[src/rtl/bloom_filter_double_hash_defines.svh]
// Assertion macros for the bloom filter block.
// No dependencies; included by the top level only.
`ifndef BLOOM_FILTER_DOUBLE_HASH_DEFINES_SVH
`define BLOOM_FILTER_DOUBLE_HASH_DEFINES_SVH
`ifndef SYNTHESIS
`define BFDH_ASSERT_IMPLIES(label, clk, rst, a, b) \
   label: assert property (@(posedge clk) disable iff (rst) (a) |-> (b)) \
      else $error("bfdh assertion failed");
`define BFDH_ASSERT_NEXT(label, clk, rst, a, b) \
   label: assert property (@(posedge clk) disable iff (rst) (a) |=> (b)) \
      else $error("bfdh assertion failed");
`else
`define BFDH_ASSERT_IMPLIES(label, clk, rst, a, b)
`define BFDH_ASSERT_NEXT(label, clk, rst, a, b)
`endif
`endif

[src/rtl/bfdh_pkg.sv]
// Shared types and constants for the bloom filter block.
// No dependencies.
`timescale 1ns / 1ps
package bfdh_pkg;
   localparam int MAX_BUCKETS = 65536;
   localparam int MAX_HASHES  = 16;
   localparam int FILTER_BYTES = (MAX_BUCKETS + 7) / 8;
   localparam int ADDR_W = $clog2(FILTER_BYTES);
   localparam int POS_W  = $clog2(MAX_BUCKETS);
   localparam int M_W    = $clog2(MAX_BUCKETS + 1);
   localparam int K_W    = $clog2(MAX_HASHES + 1);
   localparam int HASH_W = 64;
   localparam int CNT_W  = 32;
   localparam int CSR_IDX_W  = 8;
   localparam int CSR_DATA_W = 32;
   localparam int DIV_STEPS = HASH_W / 2;
   localparam int DIV_CNT_W = $clog2(DIV_STEPS);

   localparam logic [CSR_IDX_W-1:0] CSR_BUCKET_COUNT = CSR_IDX_W'(0);
   localparam logic [CSR_IDX_W-1:0] CSR_HASH_COUNT   = CSR_IDX_W'(1);

   localparam logic CMD_INSERT = 1'b0;
   localparam logic CMD_LOOKUP = 1'b1;

   typedef enum logic [2:0] {
      ST_CLEAR, ST_IDLE, ST_DIV, ST_READ, ST_MODIFY, ST_RESP
   } back_state_type;

   typedef struct packed {
      logic              command;
      logic [HASH_W-1:0] sum;
      logic [HASH_W-1:0] hash_b;
   } entry_type;

   typedef struct packed {
      logic              start;
      logic [HASH_W-1:0] dividend;
   } div_req_type;

   typedef struct packed {
      logic             done;
      logic [POS_W-1:0] rem;
   } div_rsp_type;

   typedef struct packed {
      logic clearing;
      logic busy;
   } back_status_type;
endpackage

[src/rtl/bfdh_front.sv]
// Front end: accepts items, forms the first probe sum, two-entry queue.
// Depends on bfdh_pkg.
`timescale 1ns / 1ps
module bfdh_front (
   input  logic                clock,
   input  logic                reset,
   input  logic                req_valid,
   output logic                req_ready,
   input  logic                req_command,
   input  logic [63:0]         req_hash_a,
   input  logic [63:0]         req_hash_b,
   output logic                q_valid,
   output bfdh_pkg::entry_type q_entry,
   input  logic                q_pop
);
   bfdh_pkg::entry_type entry_ff [2];
   logic       wr_ptr_ff, wr_ptr_in, rd_ptr_ff, rd_ptr_in;
   logic [1:0] count_ff, count_in;
   logic       push;

   assign req_ready = (count_ff != 2'd2);
   assign push      = req_valid && req_ready;
   assign q_valid   = (count_ff != 2'd0);
   assign q_entry   = entry_ff[rd_ptr_ff];

   always_comb begin
      wr_ptr_in = wr_ptr_ff ^ push;
      rd_ptr_in = rd_ptr_ff ^ q_pop;
      count_in  = count_ff + 2'(push) - 2'(q_pop);
   end

   always_ff @(posedge clock) begin
      if (reset) begin
         wr_ptr_ff <= 1'b0;
         rd_ptr_ff <= 1'b0;
         count_ff  <= 2'd0;
      end else begin
         wr_ptr_ff <= wr_ptr_in;
         rd_ptr_ff <= rd_ptr_in;
         count_ff  <= count_in;
      end
   end

   always_ff @(posedge clock) begin
      if (push) begin
         entry_ff[wr_ptr_ff].command <= req_command;
         entry_ff[wr_ptr_ff].sum     <= req_hash_a + req_hash_b;
         entry_ff[wr_ptr_ff].hash_b  <= req_hash_b;
      end
   end
endmodule

[config.mk]
export PLATFORM = sky130hd
export DESIGN_NAME = bfdh_front
export DESIGN_NICKNAME = d
export VERILOG_FILES = /design/src/rtl/bloom_filter_double_hash_defines.svh /design/src/rtl/bfdh_pkg.sv /design/src/rtl/bfdh_front.sv
export SDC_FILE = /design/constraint.sdc
export NUM_CORES = 1
export LEC_CHECK = 0
export ABC_AREA = 1
export BUFFER_PORTS_ARGS = -buffer_cell sky130_fd_sc_hd__buf_2
export CORE_AREA = 2 2 230 232
export DETAILED_ROUTE_END_ITERATION = 7
export DIE_AREA = 0 0 232 234
export PLACE_DENSITY = 0.6
export SYNTH_ARGS = -nofsm -noshare
export SYNTH_HDL_FRONTEND = slang
export SYNTH_SLANG_ARGS = --single-unit
[constraint.sdc]
create_clock -name clock -period 8.2 [get_ports clock]
set_input_delay 0.82 -clock clock [delete_from_list [all_inputs] [get_ports clock]]
set_output_delay 0.82 -clock clock [all_outputs]
set_load 0.02 [all_outputs]
* After elaboration in Yosys (flattened, before gate mapping) *
Memory sizes are Yosys's and may differ from the RTL's. A register that Yosys moved wholly into a read port is not among the register bits.
Cells that the tools add are included.

cells by class
  add/sub/neg operators = 3
  eq/ne operators = 1
  multiplexer cells = 3
  bitwise operators = 2
  reductions and logical operators = 2

operators by type and width
  cell                  count
  $add A64 B64 Y64      1
  $mux W1               3
  $add A2 B1 Y2         1
  $ne A2 B2 Y1 const B  1
  $reduce_bool A2 Y1    1
  $sub A2 B1 Y2         1
  $xor A1 B1 Y1         2
  $logic_and A1 B1 Y1   1

word-level totals
  register bits after elaboration = 4
  bits in writable memories = 258
  bits of input ports = 133
  output and inout port bits = 131
  word-level logic and storage cells = 15
  memories kept = 1

memories
  memory    depth  bits a word  read ports  clocked after Yosys merged registers in  wr ports  line              text
  entry_ff  2      129          1           1                                        1         bfdh_front.sv:16  bfdh_pkg::entry_type entry_ff [2];

* Longest topological paths before layout *
Gate-level depths: netlist of run 1.

  depth after elaboration = 4
  depth in mapped cells = 14
  depth with buffers taken out = 14

* Least setup slack after synthesis of run 1 *
No wires, ideal clock.

  path kind = input-to-reg
  start point = in req_valid
  end point = mem entry_ff[1][0] in the netlist's numbering (enable)
  setup time = 504 ps
  arrival = 3982 ps
  required time = 7696 ps
  slack = 3714 ps
  cell stages on the path = 3
  buffers on the path = 0
  cells stage by stage = nand2_1 > inv_1 > ha_1

on the way
  word-level cells in the longest chain between the ends = 3

ends and longest elaborated chain
  what                           line              text
  start: declaration             bfdh_front.sv:7   input logic req_valid,
  $logic_and A1 B1 Y1            bfdh_front.sv:22  assign push = req_valid && req_ready;
  $mux W1                        bfdh_front.sv:45  if (push) begin
  $mux W1 (not written as such)  bfdh_front.sv:48  entry_ff[wr_ptr_ff].hash_b <= req_hash_b;
  end: declaration               bfdh_front.sv:16

Every way passes these cells.

==> metrics.cfg, run 1 <==
[floorplan]
core_area_um2=52000
die_h_um=234
dieArea_um2=54300
ios=264
num_rows=84
die_w_um=232
initial_utilization_pct=29.6

[synth]
synthFlopType=edfxtp_1
synth_nets=1911
synth_top_area_cell=edfxtp_1
synth_area_leaders=edfxtp_1 50%, nand2_1 15%, mux2_2 9.4%
avgSynthCellArea_um2=9.02
synth_top_family_by_area=simple AND/OR/NAND/NOR gates
async_flop_share_pct=0
synth.distinct_cells=28
synth_seq_cells=262
muxShareOfSynthArea_pct=9.42
synth_compound_area_share_pct=1.54
synth-simple-area-share_pct=22.4
synth_seq_area_share_pct=50.8
synth_edf_count=258
synthCells=1710
synthAdderAreaFrac_pct=5.57
yosysMostFrequentCell=nand2_1
synth_commonest_cells=596 x nand2_1, 324 x inv_1, 258 x edfxtp_1
netlist_area_um2=15400
yosys.area_share.xor_xnor_pct=1.93
netlist.area_leader.share_pct=50.3
yosysWarnings=0

[worst_setup_path]
crit_arrival_ns=3.03
path_cells=buf_4 > mux2_2 > buf_2
path_class=reg2out
cpPeakStageDelay_ns=0.89
worst_setup_path_start_kind=flop
slowest_stage=dfxtp_4
startpoint=rd_ptr_ff$_SDFF_PP0_
required_ns=7.38
r2r-start=count_ff[0]$_SDFF_PP0_
cp_max_fo=70
endpoint_kind=output port

[routing]
via_per_inst=4.37
top_layer_used=met5
wl_met1_mm=21.5
ant_nets=0
wl_met2_mm=21.1
dr_total_vias=11859
met3_length_mm=2.25
drtIter0Drc=659
wl_per_cell_um=17.0
totalWireLength_mm=46.0
dr.pass1.iters=6
drc=0

[clocking]
cts_resized=0
h-tree-depth=1
cts_tree=done
hold_buffers=0
cts_buffer_depth=3
cts.sinks=262
path_clk_slew_ns=0.06
numCtsBuffers=31
clockRootBuffer=clkbuf_16
clk-insertion-delay-late_ns=0.59
post_cts_buffers=0

[timing]
slew_headroom_pct=36.2
final_max_slew_viol_count=0
fin_crit_sh_pct=47.0
setup_tns_ns=0
min_period_ns=3.85
hold_viol_final=0
setup_viol=0
setup_slack_ns=4.35
worst_pin_slew_ns=0.957
finClkSkew_ns=0.0105
max_freq_ghz=0.260
rsz0062_at_grt=false

[global_route]
grt_pass1_vias=11668
grt-ovfl-total=0
grt_pass1_wl_mm=68.0
grt_max_degree=71
antenna_found_initial=10
grt.total_usage_pct=16.7

[cells_and_area]
num-nets-final=2198
fin_cells=2714
utilization_pct=36.0
drive_gt1_share_pct=25.1
final_area_um2=18700
syn_to_final_growth_pct=21.3

[placement]
port_buffers=263
dp_hpwl_mm=36.9
dp_worst_setup_slack_ns=4.91
dpl.cell_count=2652
placed_cell_area_um2=17600
gp_congestion=0.904

[worst_hold_path]
hp-start=req_command
hold_class=in2reg

[job]
maxCapViolCount=0

[status]
outcome=finished clean

[pwr]
ir_worst_vdd_v=0.000166
total_leakage_power_uw=0.00888
pwr_density_cell_nw_per_um2=228

==> final cells by class <==
type / count / area (um2)
Timing Repair Buffer: 268 / 1350
Fill cell: 5383 / 33300
Multi-Input combinational cell: 1109 / 6330
Clock buffer: 41 / 843
Antenna cell: 4 / 10.0
Tap cell: 688 / 861
Clock inverter: 17 / 260
Inverter: 325 / 1220
Sequential cell: 262 / 7830
==> worst max-delay path: cells and delay by family, from the launching register on <==
kind,cells,cell delay [ns]
DFF,1,0.89
buffers and inverters,2,0.93
muxes,1,0.43
==> sequential cells by signal, indices dropped and copies added (netlist names) <==
register and cells:
count_ff 2, rd_ptr_ff 1, wr_ptr_ff 1, entry_ff 258
==> cell families (layout without fill, tap and decap cells) <==
group | after synthesis | count (layout)
flops | 262 | 262
buf+inv | 339 | 651
other cells | 0 | 4
simple gates | 832 | 832
mux | 129 | 129
xor+xnor | 34 | 34
fa+ha+maj | 68 | 68
compound gates | 46 | 46
==> metrics by stage <==
step / hold WS [ns] / total power (uW)
2_1_floorplan: 0.532 / 2460
3_3_place_gp: 0.558 / 2820
3_5_place_dp: 0.573 / 2830
4_1_cts: 0.395 / 4340
5_1_grt: 0.410 / 4490
6_report: 0.425 / 4270
==> routing by layer <==
layer | up-vias | track usage (%)
li1 | 6042 | -
met1 | 5456 | 22.9
met2 | 286 | 27.3
met3 | 65 | 2.48
met4 | 10 | 5.23
met5 | - | 0
==> path summary, 6_finish.rpt <==
check / end / slack (ns) / depth (start not counted)
worst max-delay path: q_entry[96] / 4.35 / 3
worst min-delay path: entry_ff[0][128]$_DFFE_PP_ / 0.42 / 1
worst max register to register: entry_ff[1][98]$_DFFE_PP_ / 6.08 / 6
worst min register to register: count_ff[0]$_SDFF_PP0_ / 0.59 / 3
==> placed cells by master, fill, tap and decap left out, types with 2 or more instances in the layout <==
| master | count |
|---|---|
| dfxtp_1 | 3 |
| edfxtp_1 | 258 |
| nor2_1 | 106 |
| nor2_2 | 14 |
| bufinv_16 | 6 |
| nand4_1 | 13 |
| o21ai_0 | 2 |
| nor3_1 | 12 |
| ha_4 | 2 |
| o21bai_1 | 3 |
| ha_1 | 65 |
| buf_2 | 263 |
| nand3_2 | 11 |
| clkbuf_8 | 3 |
| clkinv_2 | 3 |
| nand3_1 | 48 |
| nand2_2 | 24 |
| diode_2 | 4 |
| a21oi_1 | 41 |
| xor2_1 | 31 |
| nand2_1 | 596 |
| nor2_4 | 3 |
| xnor2_1 | 3 |
| clkbuf_1 | 7 |
| inv_6 | 5 |
| mux2_2 | 129 |
| nor4_2 | 2 |
| buf_4 | 5 |
| inv_1 | 324 |
| clkinv_4 | 2 |
| clkbuf_16 | 31 |
==> power by group <==
part           switching [uW]  internal (uW)  total, uW
registers                51.3           1700       1750
clock network             566            915       1480
logic                     692            349       1040
(Power assumes the default switching activity.)
==> run 2, diff against run 1 <==
==> constraint.sdc (replaced) <==
create_clock -name clock -period 3.8 [get_ports clock]
set_input_delay 0.38 -clock clock [delete_from_list [all_inputs] [get_ports clock]]
set_output_delay 0.38 -clock clock [all_outputs]
set_load 0.02 [all_outputs]
==> run 2 against run 1 <==
Compared with the run above:
- die area stayed put
- count of clock-buffer cells in the layout is 6 lower
- clock power is 110% higher
- register-to-register slack worse by 4.4 ns
==> metrics.cfg, run 2 (synthesized netlist as in run 1, its figures left out) <==
[worst_setup_path]
worst_setup_path_start_kind=flop
regToRegEndpoint=entry_ff[1][13]$_DFFE_PP_
cp_num_buf_inv=2  ; unchanged
cp_max_fo=45  ; -36%
r2r_slack_ns=1.73  ; -4.35 ns
critPathTopFamily=flip-flops
crit_arrival_ns=2.42  ; -0.61 ns
cpPeakStageDelay_ns=0.81  ; -0.08 ns
r2r-start=count_ff[0]$_SDFF_PP0_
slowest_stage=dfxtp_4
required_ns=3.42  ; -3.96 ns
crit_cells=3  ; unchanged
path_class=reg2out
endpoint_kind=output port
worst-r2r-cell-count=6  ; unchanged
path_cells=buf_12 > mux2_2 > buf_2

[cells_and_area]
syn_to_final_growth_pct=24.4
drive_gt1_share_pct=24.4  ; -0.67 points
largest-register=entry_ff
mostFrequentLayoutCells=596 x nand2_1, 324 x inv_1, 263 x buf_2, 258 x edfxtp_1, 129 x mux2_2
largest_reg_flops=258  ; unchanged
reg.largest.list=entry_ff x258, count_ff x2
layout_commonest_cell=nand2_1
fin_cells=2759  ; +1.7%
num-nets-final=2242  ; +2.0%

[pwr]
pwr_density_cell_nw_per_um2=484  ; +110%
ir_worst_vdd_v=0.000318  ; +91%
switching_share_pct=31.4  ; +0.71 points
p_int_uw=6360  ; +110%
p_clk_share_pct=33.8  ; -0.9 points
total_leakage_power_uw=0.00905  ; +2.0%
seqPwrFrac_pct=40.5  ; -0.5 points
p_comb_share_pct=25.7  ; +1.3 points
p_switching_uw=2910  ; +120%

[job]
maxCapViolCount=0  ; unchanged

[floorplan]
core_area_um2=52000  ; unchanged
die_w_um=232  ; unchanged
initial_utilization_pct=29.6  ; unchanged
ios=264  ; unchanged
dieArea_um2=54300  ; unchanged
die_h_um=234  ; unchanged
num_rows=84  ; unchanged

[timing]
fin_crit_sh_pct=73.8
min_period_ns=2.80
slew_headroom_pct=50.0  ; +14 points
worst_pin_slew_ns=0.749  ; -0.208 ns
hold_viol_final=0  ; unchanged
setup_viol=0  ; unchanged
max_freq_ghz=0.357
finClkSkew_ns=0.0159  ; +0.00536 ns
setup_tns_ns=0  ; unchanged
rsz0062_at_grt=false
final_max_slew_viol_count=0  ; unchanged

[routing]
ant_nets=0  ; unchanged
drtIter0Drc=646  ; -2.0%
via_per_inst=4.46  ; +2.0%
dr_total_vias=12296  ; +3.7%
dr.pass1.iters=5  ; -1
totalWireLength_mm=49.6  ; +7.7%
drc=0  ; unchanged
wl_per_cell_um=18.0  ; +5.9%

[clocking]
numCtsBuffers=31  ; unchanged
post_cts_buffers=0  ; unchanged
clk-insertion-delay-late_ns=0.58  ; about the same
cts_tree=done
cts_resized=0  ; unchanged
h-tree-depth=1  ; unchanged
clockRootBuffer=clkbuf_16
path_clk_slew_ns=0.06  ; about the same
cts.sinks=262  ; unchanged
cts_buffer_depth=3  ; unchanged
hold_buffers=43  ; +43

[global_route]
antenna_found_initial=6  ; -4
grt_pass1_wl_mm=73.3  ; +7.8%
grt_max_degree=70  ; -1.4%
grt.total_usage_pct=18.0  ; +1.2 points
grt-ovfl-total=0  ; unchanged
grt_pass1_vias=12342  ; +5.8%

[worst_hold_path]
hp-start=req_hash_b[61]
hold_depth=1  ; unchanged
holdPathEnd=entry_ff[0][61]$_DFFE_PP_
hold_class=in2reg

[placement]
dp_hpwl_mm=39.0  ; +5.7%
port_buffers=263  ; unchanged
dpl.cell_count=2653  ; +0.038%
gp_congestion=0.934  ; +3.3%

[status]
outcome=finished clean

## run 2: changes by cell type in the layout (fill, tap and decap cells not counted)
| cell | delta |
|---|---|
| buf_12 | +5 |
| buf_4 | -4 |
| clkbuf_1 | -3 |
| clkbuf_8 | -3 |
| clkinv_1 | +6 |
| clkinvlp_4 | +2 |
| diode_2 | +2 |
| dlygate4sd3_1 | +43 |
| inv_6 | -3 |
## run 2: worst max path at each step
stage	from	endpoint	slack (ns)
2_1_floorplan	count_ff[0]$_SDFF_PP0_	entry_ff[1][0]$_DFFE_PP_	-0.44
3_3_place_gp	req_hash_b[0]	entry_ff[0][126]$_DFFE_PP_	1.08
3_5_place_dp	req_hash_b[0]	entry_ff[0][126]$_DFFE_PP_	1.07
4_1_cts	rd_ptr_ff$_SDFF_PP0_	q_entry[108]	0.88
5_1_grt	rd_ptr_ff$_SDFF_PP0_	q_entry[108]	0.86
6_report	rd_ptr_ff$_SDFF_PP0_	q_entry[108]	1.0
## run 2: area by class of cell
class,instances,area [um2]
fillers,5344,32900
multi-input cells,1109,6330
inverters,325,1220
clock inverters,22,272
clock buffers,35,791
repair buffers,312,1850
diodes,6,15.0
well taps,688,861
flip-flops and latches,262,7830
## run 2: stage by stage
stage / setup WS [ns] / hold slack, ns / area, um2 / util (%) / total power, uW
2_1_floorplan: -0.435 / 0.447 / 15400 / - / 5320
3_3_place_gp: 1.08 / 0.559 / 17700 / 34.0 / 6160
3_5_place_dp: 1.07 / 0.578 / 17700 / 34.0 / 6190
4_1_cts: 0.883 / 0.000272 / 19200 / 36.8 / 9390
5_1_grt: 0.862 / 0.0143 / 19200 / 36.8 / 9710
6_report: 0.997 / 0.0325 / 19200 / 36.9 / 9270
## run 2: routing by layer
| layer | vias to the layer above | track usage [%] | wire [um] |
|---|---|---|---|
| met5 | - | 0 | 0 |
| met4 | 0 | 5.25 | 1110 |
| met3 | 60 | 2.57 | 2460 |
| met2 | 305 | 28.7 | 22600 |
| met1 | 5795 | 25.2 | 23500 |
| li1 | 6136 | - | - |
## run 2: worst register-to-register path: stages (launching register included)
cell	delay, ns
dfxtp_1	0.34
inv_1	0.06
nand2_1	0.06
nand2_1	0.08
inv_1	0.14
ha_4	0.39
buf_4	0.59
## run 2: power groups by stage
| stage | clock network, uW | logic (uW) | registers (uW) |
|---|---|---|---|
| after CTS | 3210 | 2420 | 3760 |
| final | 3130 | 2390 | 3750 |
| after global routing | 3310 | 2610 | 3790 |
| after floorplan | 0 | 1500 | 3810 |
| after detailed placement | 0 | 2370 | 3820 |
| after global placement | 0 | 2360 | 3800 |
